[config.mk]
export PLATFORM = sky130hd
export DESIGN_NAME = rcps_ctrl
export DESIGN_NICKNAME = d
export VERILOG_FILES = /design/src/hw/rtl/rcps_pkg.sv /design/src/hw/rtl/rcps_ctrl.sv
export SDC_FILE = /design/constraint.sdc
export NUM_CORES = 1
export LEC_CHECK = 0
export BUFFER_PORTS_ARGS = -buffer_cell sky130_fd_sc_hd__clkbuf_2
export CORE_ASPECT_RATIO = 0.8
export CORE_UTILIZATION = 25
export CTS_CLUSTER_SIZE = 12
export DETAILED_ROUTE_END_ITERATION = 8
export PLACE_DENSITY = 0.38
export SYNTH_ARGS = -nofsm -noshare
export SYNTH_HDL_FRONTEND = slang
export SYNTH_SLANG_ARGS = --single-unit
[constraint.sdc]
create_clock -name clk_i -period 2.2 [get_ports clk_i]
set_input_delay 0.11 -clock clk_i [delete_from_list [all_inputs] [get_ports clk_i]]
set_output_delay 0.11 -clock clk_i [all_outputs]
set_load 0.01 [all_outputs]
[src/hw/rtl/rcps_pkg.sv]
// ----------------------------------------------------------------------------
// rcps_pkg
// Shared types, codes and constants of the river channel profile sampler.
// ----------------------------------------------------------------------------
package rcps_pkg;

  localparam int NodeDepthDefault = 1024;
  localparam int IdxW             = 10;

  localparam logic KindNode  = 1'b0;
  localparam logic KindQuery = 1'b1;

  typedef struct packed {
    logic               loaded;
    logic signed [31:0] x;
    logic signed [31:0] y;
    logic        [23:0] ch;
    logic        [23:0] va;
    logic signed [31:0] bed;
    logic signed [31:0] src;
  } node_t;

  typedef enum logic [4:0] {
    MulNone, MulDxDx, MulDyDy, MulFxDx, MulFyDy, MulDxT, MulDyT,
    MulXHH, MulXHL, MulXLL, MulYHH, MulYHL, MulYLL,
    MulChW, MulChT, MulVaW, MulVaT, MulBedW, MulBedT, MulSrcW, MulSrcT,
    MulUU, MulUUK, MulTgtW, MulTgtS
  } mul_e;

  typedef enum logic [5:0] {
    ActNone, ActDiff, ActLenSet, ActLenAdd, ActDotSet, ActDotAdd,
    ActTZero, ActTFull, ActTDivInit, ActDivStep, ActTFromQ,
    ActExSet, ActEySet, ActSqHH, ActSqAddHH, ActSqAddHL, ActSqAddLL,
    ActRootInit, ActRootStep, ActLFirst, ActStCh, ActStVa, ActStBed, ActStSrc,
    ActUZero, ActUFull, ActUDivInit, ActUFromQ, ActUUSet, ActSSet, ActStTgt,
    ActBestUpd, ActEmit
  } act_e;

  typedef struct packed {
    mul_e mul;
    act_e act;
    logic clr_en;
  } cmd_t;

  typedef struct packed {
    logic ok;
    logic len2_zero;
    logic dot_le0;
    logic dot_ge;
    logic e_big;
    logic beyond;
    logic u_zero;
    logic u_full;
    logic last;
    logic out_busy;
  } status_t;

endpackage

[src/hw/rtl/rcps_ctrl.sv]
// ----------------------------------------------------------------------------
// rcps_ctrl
// Sequencer: clearing pass, item accept, per-segment step schedule.
// ----------------------------------------------------------------------------
module rcps_ctrl #(
  parameter int NODE_DEPTH = rcps_pkg::NodeDepthDefault,
  localparam int AW = $clog2(NODE_DEPTH)
) (
  input  logic              clk_i,
  input  logic              rst_ni,
  input  logic              in_valid_i,
  input  logic              in_kind_i,
  output logic              in_ready_o,
  input  rcps_pkg::status_t status_i,
  output rcps_pkg::cmd_t    cmd_o,
  output logic [AW-1:0]     clr_addr_o
);

  localparam logic [5:0] S_CLR = 6'd0, S_IDLE = 6'd1, S_RD = 6'd2;
  localparam logic [5:0] S_M0 = 6'd3, S_M1 = 6'd4, S_M2 = 6'd5, S_M3 = 6'd6, S_M4 = 6'd7;
  localparam logic [5:0] S_TCHK = 6'd8, S_TDIV = 6'd9, S_TQ = 6'd10;
  localparam logic [5:0] S_E0 = 6'd11, S_E1 = 6'd12, S_E2 = 6'd13, S_ECHK = 6'd14;
  localparam logic [5:0] S_Q1 = 6'd15, S_Q2 = 6'd16, S_Q3 = 6'd17, S_Q4 = 6'd18;
  localparam logic [5:0] S_Q5 = 6'd19, S_Q6 = 6'd20, S_RINIT = 6'd21, S_ROOT = 6'd22;
  localparam logic [5:0] S_L0 = 6'd23, S_L1 = 6'd24, S_L2 = 6'd25, S_L3 = 6'd26;
  localparam logic [5:0] S_L4 = 6'd27, S_L5 = 6'd28, S_L6 = 6'd29, S_L7 = 6'd30;
  localparam logic [5:0] S_L8 = 6'd31, S_UCHK = 6'd32, S_UDIV = 6'd33, S_UQ = 6'd34;
  localparam logic [5:0] S_S0 = 6'd35, S_S1 = 6'd36, S_S2 = 6'd37, S_S3 = 6'd38;
  localparam logic [5:0] S_G0 = 6'd39, S_G1 = 6'd40, S_G2 = 6'd41;
  localparam logic [5:0] S_UPD = 6'd42, S_FIN = 6'd43;

  localparam logic [4:0] DivLast  = 5'd15;
  localparam logic [4:0] RootLast = 5'd24;
  localparam logic [AW-1:0] ClrLast = AW'(NODE_DEPTH - 1);

  logic [5:0]    st_q, st_d;
  logic [4:0]    cnt_q, cnt_d;
  logic [AW-1:0] clr_q, clr_d;

  assign clr_addr_o = clr_q;

  always_comb begin
    st_d       = st_q;
    cnt_d      = cnt_q;
    clr_d      = clr_q;
    in_ready_o = 1'b0;
    cmd_o      = '{mul: rcps_pkg::MulNone, act: rcps_pkg::ActNone, clr_en: 1'b0};
    unique case (st_q)
      S_CLR: begin
        cmd_o.clr_en = 1'b1;
        clr_d = clr_q + 1'b1;
        if (clr_q == ClrLast) st_d = S_IDLE;
      end
      S_IDLE: begin
        in_ready_o = 1'b1;
        if (in_valid_i && in_kind_i == rcps_pkg::KindQuery) st_d = S_RD;
      end
      S_RD: begin
        if (status_i.ok) begin
          cmd_o.act = rcps_pkg::ActDiff;
          st_d = S_M0;
        end else begin
          st_d = S_FIN;
        end
      end
      S_M0: begin cmd_o.mul = rcps_pkg::MulDxDx; st_d = S_M1; end
      S_M1: begin
        cmd_o.mul = rcps_pkg::MulDyDy; cmd_o.act = rcps_pkg::ActLenSet; st_d = S_M2;
      end
      S_M2: begin
        cmd_o.mul = rcps_pkg::MulFxDx; cmd_o.act = rcps_pkg::ActLenAdd; st_d = S_M3;
      end
      S_M3: begin
        cmd_o.mul = rcps_pkg::MulFyDy; cmd_o.act = rcps_pkg::ActDotSet; st_d = S_M4;
      end
      S_M4: begin cmd_o.act = rcps_pkg::ActDotAdd; st_d = S_TCHK; end
      S_TCHK: begin
        cnt_d = '0;
        if (status_i.len2_zero) begin
          st_d = S_FIN;
        end else if (status_i.dot_le0) begin
          cmd_o.act = rcps_pkg::ActTZero; st_d = S_E0;
        end else if (status_i.dot_ge) begin
          cmd_o.act = rcps_pkg::ActTFull; st_d = S_E0;
        end else begin
          cmd_o.act = rcps_pkg::ActTDivInit; st_d = S_TDIV;
        end
      end
      S_TDIV: begin
        cmd_o.act = rcps_pkg::ActDivStep;
        cnt_d = cnt_q + 1'b1;
        if (cnt_q == DivLast) st_d = S_TQ;
      end
      S_TQ: begin cmd_o.act = rcps_pkg::ActTFromQ; st_d = S_E0; end
      S_E0: begin cmd_o.mul = rcps_pkg::MulDxT; st_d = S_E1; end
      S_E1: begin
        cmd_o.mul = rcps_pkg::MulDyT; cmd_o.act = rcps_pkg::ActExSet; st_d = S_E2;
      end
      S_E2: begin cmd_o.act = rcps_pkg::ActEySet; st_d = S_ECHK; end
      S_ECHK: begin
        if (status_i.e_big) begin
          st_d = S_FIN;
        end else begin
          cmd_o.mul = rcps_pkg::MulXHH; st_d = S_Q1;
        end
      end
      S_Q1: begin
        cmd_o.mul = rcps_pkg::MulXHL; cmd_o.act = rcps_pkg::ActSqHH; st_d = S_Q2;
      end
      S_Q2: begin
        cmd_o.mul = rcps_pkg::MulXLL; cmd_o.act = rcps_pkg::ActSqAddHL; st_d = S_Q3;
      end
      S_Q3: begin
        cmd_o.mul = rcps_pkg::MulYHH; cmd_o.act = rcps_pkg::ActSqAddLL; st_d = S_Q4;
      end
      S_Q4: begin
        cmd_o.mul = rcps_pkg::MulYHL; cmd_o.act = rcps_pkg::ActSqAddHH; st_d = S_Q5;
      end
      S_Q5: begin
        cmd_o.mul = rcps_pkg::MulYLL; cmd_o.act = rcps_pkg::ActSqAddHL; st_d = S_Q6;
      end
      S_Q6: begin cmd_o.act = rcps_pkg::ActSqAddLL; st_d = S_RINIT; end
      S_RINIT: begin
        cmd_o.act = rcps_pkg::ActRootInit; cnt_d = '0; st_d = S_ROOT;
      end
      S_ROOT: begin
        cmd_o.act = rcps_pkg::ActRootStep;
        cnt_d = cnt_q + 1'b1;
        if (cnt_q == RootLast) st_d = S_L0;
      end
      S_L0: begin cmd_o.mul = rcps_pkg::MulChW; st_d = S_L1; end
      S_L1: begin
        cmd_o.mul = rcps_pkg::MulChT; cmd_o.act = rcps_pkg::ActLFirst; st_d = S_L2;
      end
      S_L2: begin
        cmd_o.mul = rcps_pkg::MulVaW; cmd_o.act = rcps_pkg::ActStCh; st_d = S_L3;
      end
      S_L3: begin
        cmd_o.mul = rcps_pkg::MulVaT; cmd_o.act = rcps_pkg::ActLFirst; st_d = S_L4;
      end
      S_L4: begin
        cmd_o.mul = rcps_pkg::MulBedW; cmd_o.act = rcps_pkg::ActStVa; st_d = S_L5;
      end
      S_L5: begin
        if (status_i.beyond) begin
          st_d = S_FIN;
        end else begin
          cmd_o.mul = rcps_pkg::MulBedT; cmd_o.act = rcps_pkg::ActLFirst; st_d = S_L6;
        end
      end
      S_L6: begin
        cmd_o.mul = rcps_pkg::MulSrcW; cmd_o.act = rcps_pkg::ActStBed; st_d = S_L7;
      end
      S_L7: begin
        cmd_o.mul = rcps_pkg::MulSrcT; cmd_o.act = rcps_pkg::ActLFirst; st_d = S_L8;
      end
      S_L8: begin cmd_o.act = rcps_pkg::ActStSrc; st_d = S_UCHK; end
      S_UCHK: begin
        cnt_d = '0;
        if (status_i.u_zero) begin
          cmd_o.act = rcps_pkg::ActUZero; st_d = S_S0;
        end else if (status_i.u_full) begin
          cmd_o.act = rcps_pkg::ActUFull; st_d = S_S0;
        end else begin
          cmd_o.act = rcps_pkg::ActUDivInit; st_d = S_UDIV;
        end
      end
      S_UDIV: begin
        cmd_o.act = rcps_pkg::ActDivStep;
        cnt_d = cnt_q + 1'b1;
        if (cnt_q == DivLast) st_d = S_UQ;
      end
      S_UQ: begin cmd_o.act = rcps_pkg::ActUFromQ; st_d = S_S0; end
      S_S0: begin cmd_o.mul = rcps_pkg::MulUU; st_d = S_S1; end
      S_S1: begin cmd_o.act = rcps_pkg::ActUUSet; st_d = S_S2; end
      S_S2: begin cmd_o.mul = rcps_pkg::MulUUK; st_d = S_S3; end
      S_S3: begin cmd_o.act = rcps_pkg::ActSSet; st_d = S_G0; end
      S_G0: begin cmd_o.mul = rcps_pkg::MulTgtW; st_d = S_G1; end
      S_G1: begin
        cmd_o.mul = rcps_pkg::MulTgtS; cmd_o.act = rcps_pkg::ActLFirst; st_d = S_G2;
      end
      S_G2: begin cmd_o.act = rcps_pkg::ActStTgt; st_d = S_UPD; end
      S_UPD: begin cmd_o.act = rcps_pkg::ActBestUpd; st_d = S_FIN; end
      S_FIN: begin
        if (!status_i.last) begin
          st_d = S_IDLE;
        end else if (!status_i.out_busy) begin
          cmd_o.act = rcps_pkg::ActEmit;
          st_d = S_IDLE;
        end
      end
      default: st_d = S_IDLE;
    endcase
  end

  always_ff @(posedge clk_i or negedge rst_ni) begin
    if (!rst_ni) begin
      st_q  <= S_CLR;
      cnt_q <= '0;
      clr_q <= '0;
    end else begin
      st_q  <= st_d;
      cnt_q <= cnt_d;
      clr_q <= clr_d;
    end
  end

`ifndef SYNTH
  a_query_reads: assert property (@(posedge clk_i) disable iff (!rst_ni)
    in_valid_i && in_ready_o && in_kind_i == rcps_pkg::KindQuery |=> st_q == S_RD)
    else $error("query beat not followed by table read");
  a_tdiv_len: assert property (@(posedge clk_i) disable iff (!rst_ni)
    st_q == S_TDIV && cnt_q == DivLast |=> st_q == S_TQ)
    else $error("divider ran wrong step count");
  a_clr_blocks: assert property (@(posedge clk_i) disable iff (!rst_ni)
    st_q == S_CLR |-> !in_ready_o && cmd_o.clr_en)
    else $error("input taken during clearing pass");
`endif

endmodule

# [Word-level counts from Yosys, hierarchy flattened]
# Index checks and enable logic that the tools add are counted.
[totals] reg_bits=21 latch_bits=0 ramBits=0 romBits=0 out_inout_bits=23 wordCells=98 memories=0
[op_classes] n_addsub=2 n_mul=0 n_div=0 n_lt_le_gt_ge=0 eq_ne=52 shift=0 mux=31 bitwise=0 reduce_logical=10
[op_table] operator="case mux 6 bit (44 select lines)" n=1
[op_table] operator="case mux 6 bit (29 select lines)" n=1
[op_table] operator="case mux 5 bit (24 select lines)" n=1
[op_table] operator="== test 6 x 5 -> 1 bit (second input constant)" n=16
[op_table] operator="2-to-1 mux 6 bit" n=13
[op_table] operator="== test 6 bit (second input constant)" n=12
[op_table] operator="== test 6 x 4 -> 1 bit (second input constant)" n=8
[op_table] operator="== test 6 x 3 -> 1 bit (second input constant)" n=4
[op_table] operator="== test 6 x 2 -> 1 bit (second input constant)" n=2
[op_table] operator="2-to-1 mux 2 bit" n=6
[op_table] operator="2-to-1 mux 4 bit" n=3
[op_table] operator="2-to-1 mux 11 bit" n=1
[op_table] operator="adder 10 x 1 -> 10 bit (second input constant)" n=1
[op_table] operator="== test 10 bit (second input constant)" n=1
[op_table] operator="!= test 2 bit (second input constant)" n=5
[op_table] operator="case mux 5 bit (2 select lines)" n=1
[op_table] operator="== test 6 x 1 -> 1 bit (second input constant)" n=1
[op_table] operator="logical NOT 6 bit" n=1
[op_table] operator="AND reduction 6 bit" n=1
[op_table] operator="OR reduction 2 bit" n=3
[op_table] operator="OR reduction 3 bit" n=2
[op_table] operator="adder 5 x 1 -> 5 bit (second input constant)" n=1
[op_table] operator="== test 5 x 4 -> 1 bit (second input constant)" n=1
[op_table] operator="== test 5 bit (second input constant)" n=1
[op_table] operator="other kinds (6)" n=8

# [Longest topological paths before layout]
# Gate-level depths: netlist (run 1).
[depth] depth_word=4 depth_mapped=7 depth_no_buf=7

# [Least setup slack after synthesis (run 1)]
# No wires, ideal clock.
[synth_path] path_kind="reg-to-reg" from="register cnt_q[0]" to="register st_q[0]" setup_time_ns=0.125 arrival_ns=1.607 required_time_ns=2.075 slack_ns=0.468 stages_incl_launch_ff=7 synth_period_minus_slack_ns=1.732 path_cell_list="dfrtp_1 ha_1 and3_1 ha_1 o2111ai_2 a21o_1 mux2_4"
[synth_between] elab_chain_len=3 word_cells_on_any_way=6
[synth_rtl] element="start, declared" line_no="rcps_ctrl.sv:37" rtl="logic [4:0] cnt_q, cnt_d;"
[synth_rtl] element="start signal, assigned" line_no="rcps_ctrl.sv:203" rtl="cnt_q <= cnt_d;"
[synth_rtl] element="== test 5 bit or == test 5 x 4 -> 1 bit (tied branches)" line_no="rcps_ctrl.sv:129, rcps_ctrl.sv:92, rcps_ctrl.sv:171"
[synth_rtl] element="!= test 2 bit (no line)"
[synth_rtl] element="AND reduction 6 bit (no line) *"
[synth_rtl] element="end signal, assigned" line_no="rcps_ctrl.sv:202" rtl="st_q <= st_d;"
[synth_rtl] element="end, declared" line_no="rcps_ctrl.sv:36" rtl="logic [5:0] st_q, st_d;"
# Mark *: on every way between the ends. The rest lies on a longest branch, timed or not.
# A chain may end at the register's enable or synchronous reset.

==> results of run 1 <==
==> final timing paths <==
check	start	end	slack [ns]
min in group asynchronous	rst_ni	cnt_q[1]	0.38
worst min-delay path	status_i[9]	st_q[3]	0.32
worst max register to register	st_q[5]	st_q[0]	0.19
worst min register to register	clr_addr_o[9]	clr_addr_o[9]	0.52
max in group asynchronous	rst_ni	st_q[5]	1.42
worst max-delay path	st_q[1]	cmd_o[4]	0.09
==> layer usage <==
metal	track usage (%)	vias to the layer above
met5	0	-
met4	2.33	0
met3	2.32	6
met2	26.0	84
met1	28.5	1180
li1	-	1206
==> cell usage in the layout (no fill, tap or decap), types with 7 or more instances in the layout <==
cell,n
dfrtp_1,16
xor2_1,7
buf_4,33
xnor2_1,8
nand4_1,9
nor2b_1,11
nor2_1,24
and3_1,12
a21oi_1,17
o21ai_0,14
clkbuf_2,36
nand2_1,31
nand3_1,11
o21ai_1,11
==> power groups by stage <==
stage	logic, W	clock network (W)	registers (W)
2_1_floorplan	0.00189	0	0.000593
3_3_place_gp	0.00288	0	0.000670
3_5_place_dp	0.00283	0	0.000668
4_1_cts	0.00285	0.000405	0.000666
5_1_grt	0.00324	0.000430	0.000693
6_report	0.00297	0.000391	0.000675
==> final cells by class <==
type,count,area share [%]
multi-input cells,247,56.1
clock buffers,3,2.63
repair buffers,73,16.8
clock inverters,1,0.175
well taps,112,4.90
inverters,6,0.788
flip-flops and latches,21,18.6
==> state kept, by name, indices dropped and copies added (netlist names) <==
| name | count |
|---|---|
| clr_addr_o | 10 |
| cnt_q | 5 |
| st_q | 6 |
==> stage by stage <==
step                hold WS (ns)  TNS (ns)  std cells
finish                     0.316         0        463
global route               0.352   -0.0285        463
CTS                        0.305         0        461
detailed placement         0.135         0        456
global placement           0.124         0        456
floorplan                 -0.186         0        304
==> logic make-up (layout without fill, tap and decap cells) <==
logic type | after synthesis | in the layout | synth area share [%]
AO/OA/AOI/OAI | 87 | 87 | 26.3
adder cells (fa/ha/maj) | 4 | 4 | 2.21
multiplexers | 6 | 6 | 3.04
buffers and inverters | 36 | 83 | 7.95
flip-flops | 21 | 21 | 23.2
AND/OR/NAND/NOR | 135 | 135 | 31.5
XOR/XNOR | 15 | 15 | 5.80
==> timing repair <==
| action | CTS | global route |
|---|---|---|
| endpoints found under the setup margin | 3 | 9 |
| hold endpoints to repair | 21 | 0 |
| hold buffers | 1 | 0 |
| resized for setup | 4 | 13 |
| buffers inserted | 0 | 2 |
==> critical path, cell delays in order (launching register included) <==
cell	delay [ns]
dfrtp_2	0.47
buf_4	0.20
and2_1	0.29
o2bb2ai_1	0.19
a32oi_1	0.11
o22a_1	0.24
o211ai_1	0.08
clkbuf_2	0.16
==> results by group, run 1 <==
Run status
  – Status: finished clean

Layout
  – Design area: 0.00286 sq mm
  – # nets final: 370
  – Layout cells sized above 1: 28.5%
  – Multi-input logic area: 0.00160 sq mm
  – # fillers: 944
  – Ant. Diodes: 0
  – Layout Utilization: 33.1%
  – Area delta synth->final: 26.1%
  – Sequential cell area: 532 sq um

Place
  – Placed cell area: 0.00270 sq mm
  – Placer Congestion: 0.816
  – DP Wirelength: 6020 um
  – Port bufs: 36
  – Pre-CTS setup slack: 0.151 ns

Setup path
  – Setup CP Type: reg2out
  – CP Launch Type: flip-flop
  – R2R cell count: 5
  – Worst-path maximum fanout: 8
  – Critical Path AT: 2.00 ns
  – Worst Setup End Kind: primary output
  – Worst EP required: 2.09 ns

Timing
  – Tmin final: 2.11 ns
  – RSZ-0062 raised after global routing: yes
  – Final setup skew: 0.00297 ns
  – Final Worst Setup Slack: 0.0903 ns
  – Final Setup Violations: 0
  – Max frequency: 474 MHz
  – Final number of hold-violating endpoints: 0
  – Max Slew Vio Count: 0
  – Final Cycle Share: 95.9%
  – Rel. slew slack: 59.2%
  – Worst-margin pin slew: 0.611 ns

Power and ir drop
  – Internal power: 0.00196 W
  – Combinational share of power: 73.6%
  – Psw: 0.00208 W
  – Net Sw Frac: 51.5%
  – Reg power frac: 16.7%
  – Worst IR Drop VDD: 0.465 mV
  – Pwr per Cell Area: 1410 mW/mm^2
  – Leak: 1.23 nW
  – Final Power: 0.00403 W
  – Clock share of power: 9.7%

Synth
  – EDFF count, synth: 0
  – Synth Area per Inst: 7.45 sq um
  – Syn Inst Count: 304
  – Primary FF master, synth: dfrtp_1
  – Seq/Total Area, Yosys: 23.2%
  – Synth unique cells: 59
  – Count leader, synth: nand2_1
  – Synth top cells by count: nand2_1, nor2_1, buf_2, dfrtp_1, a21oi_1
  – Mapped Nets: 322
  – Synth warn: 0
  – Area leader, netlist: dfrtp_1
  – Mapped Area: 0.00227 sq mm
  – Synth area leaders: dfrtp_1, nand2_1, buf_2
  – Flop and latch count out of synthesis: 21
  – Top cell type's share of synthesized area: 23.2%
  – Post-synth ARST share: 100%

Drt
  – Antenna Nets Post-Route: 0
  – Metal-1 WL: 4340 um
  – Drt total wl: 8100 um
  – DR WL/cell: 17.5 um
  – First-pass detailed-route iteration total: 5
  – Met2 WL: 3300 um
  – DR iter-0 viols: 184
  – Vias: 2476
  – Vias/cell: 5.35
  – # DRC: 0
  – Top Layer Used: met4
  – WL met3: 396 um

Clock tree
  – CTS tree: yes
  – CTS buffer count: 3
  – CTS root buffer: clkbuf_16
  – Clk sinks: 21
  – Skew-Pair Late Insertion Delay: 0.25 ns
  – Clk buf depth: 2
  – H-tree Lvls: 1
  – Worst-path clk slew: 0.06 ns

Die
  – Die height: 87.2 um
  – Initial cell density of the core: 26.2%
  – # IOs: 37
  – Die X: 108 um
  – Core area: 0.00863 sq mm
  – Std cell rows: 30
  – DIE AREA: 0.00945 sq mm

Job
  – Max Cap Viol: 0

GRT
  – Vias in the first global route: 2300
  – Total global routing overflow: 0
  – First-pass GRT wire length: 13000 um
  – Global-route usage over all layers: 18.0%
  – Largest net degree at the start of global routing: 34
  – Initial antenna violation count: 0

Hold path
  – Worst hold path stage count: 4
  – Worst hold path type: in2reg
Note: power is estimated with default switching activity, not from simulation.
==> run 2, diff against run 1 <==
--- a/config.mk
+++ b/config.mk
@@ -11,6 +11,7 @@
 export CTS_CLUSTER_SIZE = 12
 export DETAILED_ROUTE_END_ITERATION = 8
 export PLACE_DENSITY = 0.38
+export RECOVER_POWER = 25
 export SYNTH_ARGS = -nofsm -noshare
 export SYNTH_HDL_FRONTEND = slang
 export SYNTH_SLANG_ARGS = --single-unit
==> run 2 against run 1 <==
Clock skew about the same. Global-route usage unchanged. Clock power about the same. Clock-buffer cell count unchanged. First-iteration DRC count unchanged. Combinational power about the same. Utilization about the same. Critical path type unchanged. Non-clock buffer count unchanged. Die area unchanged. Final area about the same.
==> results by group, run 2 (same netlist as run 1, synthesis figures left out) <==
Die
  – Die height: 87.2 um
  – Initial cell density of the core: 26.2%
  – DIE AREA: 0.00945 sq mm
  – # IOs: 37
  – Die X: 108 um
  – Std cell rows: 30
  – Core area: 0.00863 sq mm

GRT
  – Largest net degree at the start of global routing: 34
  – First-pass GRT wire length: 13000 um
  – Initial antenna violation count: 0
  – Vias in the first global route: 2300
  – Global-route usage over all layers: 18.0%
  – Total global routing overflow: 0

Drt
  – # DRC: 0
  – Vias/cell: 5.34
  – DR iter-0 viols: 184
  – DR WL/cell: 17.5 um
  – Drt total wl: 8100 um
  – First-pass detailed-route iteration total: 5
  – Antenna Nets Post-Route: 0
  – Vias: 2474

Place
  – Port bufs: 36
  – Placer Congestion: 0.816
  – DP Wirelength: 6020 um

Setup path
  – Reg2reg setup slack: 0.19 ns
  – Setup CP Type: reg2out
  – Critical Path AT: 2.00 ns
  – FF-to-FF Start: st_q[3]
  – R2R cell count: 5
  – Worst Setup End Kind: primary output
  – CP Capture Point: cmd_o[4]
  – RR Endpoint: st_q[0]
  – Crit path launch: st_q[1]
  – CP Launch Type: flip-flop
  – Worst EP required: 2.09 ns
  – Worst-path maximum fanout: 8

Power and ir drop
  – Pwr per Cell Area: 1410 mW/mm^2
  – Worst IR Drop VDD: 0.465 mV
  – Combinational share of power: 73.6%
  – Leak: 1.22 nW
  – Internal power: 0.00196 W
  – Psw: 0.00208 W
  – Reg power frac: 16.7%
  – Clock share of power: 9.7%
  – Final Power: 0.00403 W
  – Net Sw Frac: 51.5%

Timing
  – Max Slew Vio Count: 0
  – Worst-margin pin slew: 1.20 ns
  – RSZ-0062 raised after global routing: yes
  – Max frequency: 474 MHz
  – Final setup skew: 0.00295 ns
  – Rel. slew slack: 19.8%
  – Final Cycle Share: 95.9%
  – Final number of hold-violating endpoints: 0
  – Tmin final: 2.11 ns
  – Final Setup Violations: 0
  – Min Hold Slack: 0.316 ns

Layout
  – Commonest cells after routing, fill and taps aside: clkbuf_2, buf_4, nand2_1, nor2_1, a21oi_1
  – Multi-input logic area: 0.00160 sq mm
  – Most common cell after layout, fill and taps aside: clkbuf_2
  – Area delta synth->final: 26.1%
  – # fillers: 945
  – Ant. Diodes: 0
  – Max reg flops: 10
  – # nets final: 370
  – Sequential cell area: 532 sq um
  – Layout cells sized above 1: 28.2%

Clock tree
  – H-tree Lvls: 1
  – CTS buffer count: 3
  – CTS root buffer: clkbuf_16
  – CTS tree: yes
  – Clk sinks: 21
  – Skew-Pair Late Insertion Delay: 0.25 ns
  – Worst-path clk slew: 0.06 ns
  – Clk buf depth: 2

Job
  – Max Cap Viol: 0

Hold path
  – Min-delay src: status_i[9]
  – Worst hold path type: in2reg

Run status
  – Status: finished clean
run 2: cell count changes in the layout (fill, tap and decap cells not counted):
cell      before  now
clkbuf_2      36   35
clkbuf_1       0    1
run 2: critical path: stages, from the launching register on:
cell and delay, ns:
dfrtp_2 0.47, buf_4 0.20, and2_1 0.29, o2bb2ai_1 0.19, a32oi_1 0.11, o22a_1 0.24
o211ai_1 0.08, clkbuf_2 0.16
run 2: power groups by stage:
stage | logic [W] | registers (W) | clock network, W
after floorplan | 0.00189 | 0.000593 | 0
after global placement | 0.00288 | 0.000670 | 0
after detailed placement | 0.00283 | 0.000668 | 0
after CTS | 0.00285 | 0.000666 | 0.000405
after global routing | 0.00324 | 0.000693 | 0.000430
final | 0.00297 | 0.000675 | 0.000391
run 2: how the worst min path moves through the flow:
stage                                to  slack (ns)  cells past startpoint
after detailed placement       cnt_q[0]        0.13                      1
after global placement         cnt_q[0]        0.12                      1
final                           st_q[3]        0.32                      4
after CTS                       st_q[3]        0.31                      4
after floorplan           clr_addr_o[0]       -0.19                      0
after global routing            st_q[3]        0.35                      4
run 2: stage by stage:
stage | setup slack, ns | setup TNS (ns) | instances | area [sq um] | util (%)
after detailed placement | 0.151 | 0 | 456 | 2700 | 31.2
after global placement | 0.0634 | 0 | 456 | 2700 | 31.2
after floorplan | 0.468 | 0 | 304 | 2270 | -
after CTS | 0.0258 | 0 | 461 | 2800 | 32.5
after global routing | -0.0174 | -0.0285 | 463 | 2860 | 33.1
final | 0.0898 | 0 | 463 | 2860 | 33.1
run 2: layer usage:
layer | GRT usage, % | share of wire (%) | vias to the layer above
met5 | 0 | 0 | -
met4 | 2.33 | 0.79 | 0
met3 | 2.32 | 4.7 | 6
met2 | 26.0 | 41 | 81
met1 | 28.5 | 54 | 1181
li1 | - | - | 1206
run 2: cell type report:
| cell class | instances | area share (%) |
|---|---|---|
| multi-input combinational | 247 | 56.1 |
| sequential | 21 | 18.6 |
| timing repair buffer | 73 | 16.8 |
| tap | 112 | 4.91 |
| clock buffer | 3 | 2.63 |
| inverter | 6 | 0.788 |
| clock inverter | 1 | 0.175 |
run 2: timing repair:
| action | CTS | global route |
|---|---|---|
| hold buffers | 1 | 0 |
| hold endpoints to repair | 21 | 0 |
| buffers inserted | 0 | 2 |
| gates resized for setup | 4 | 13 |
| setup endpoints to repair | 3 | 9 |
| cloned | 0 | 0 |
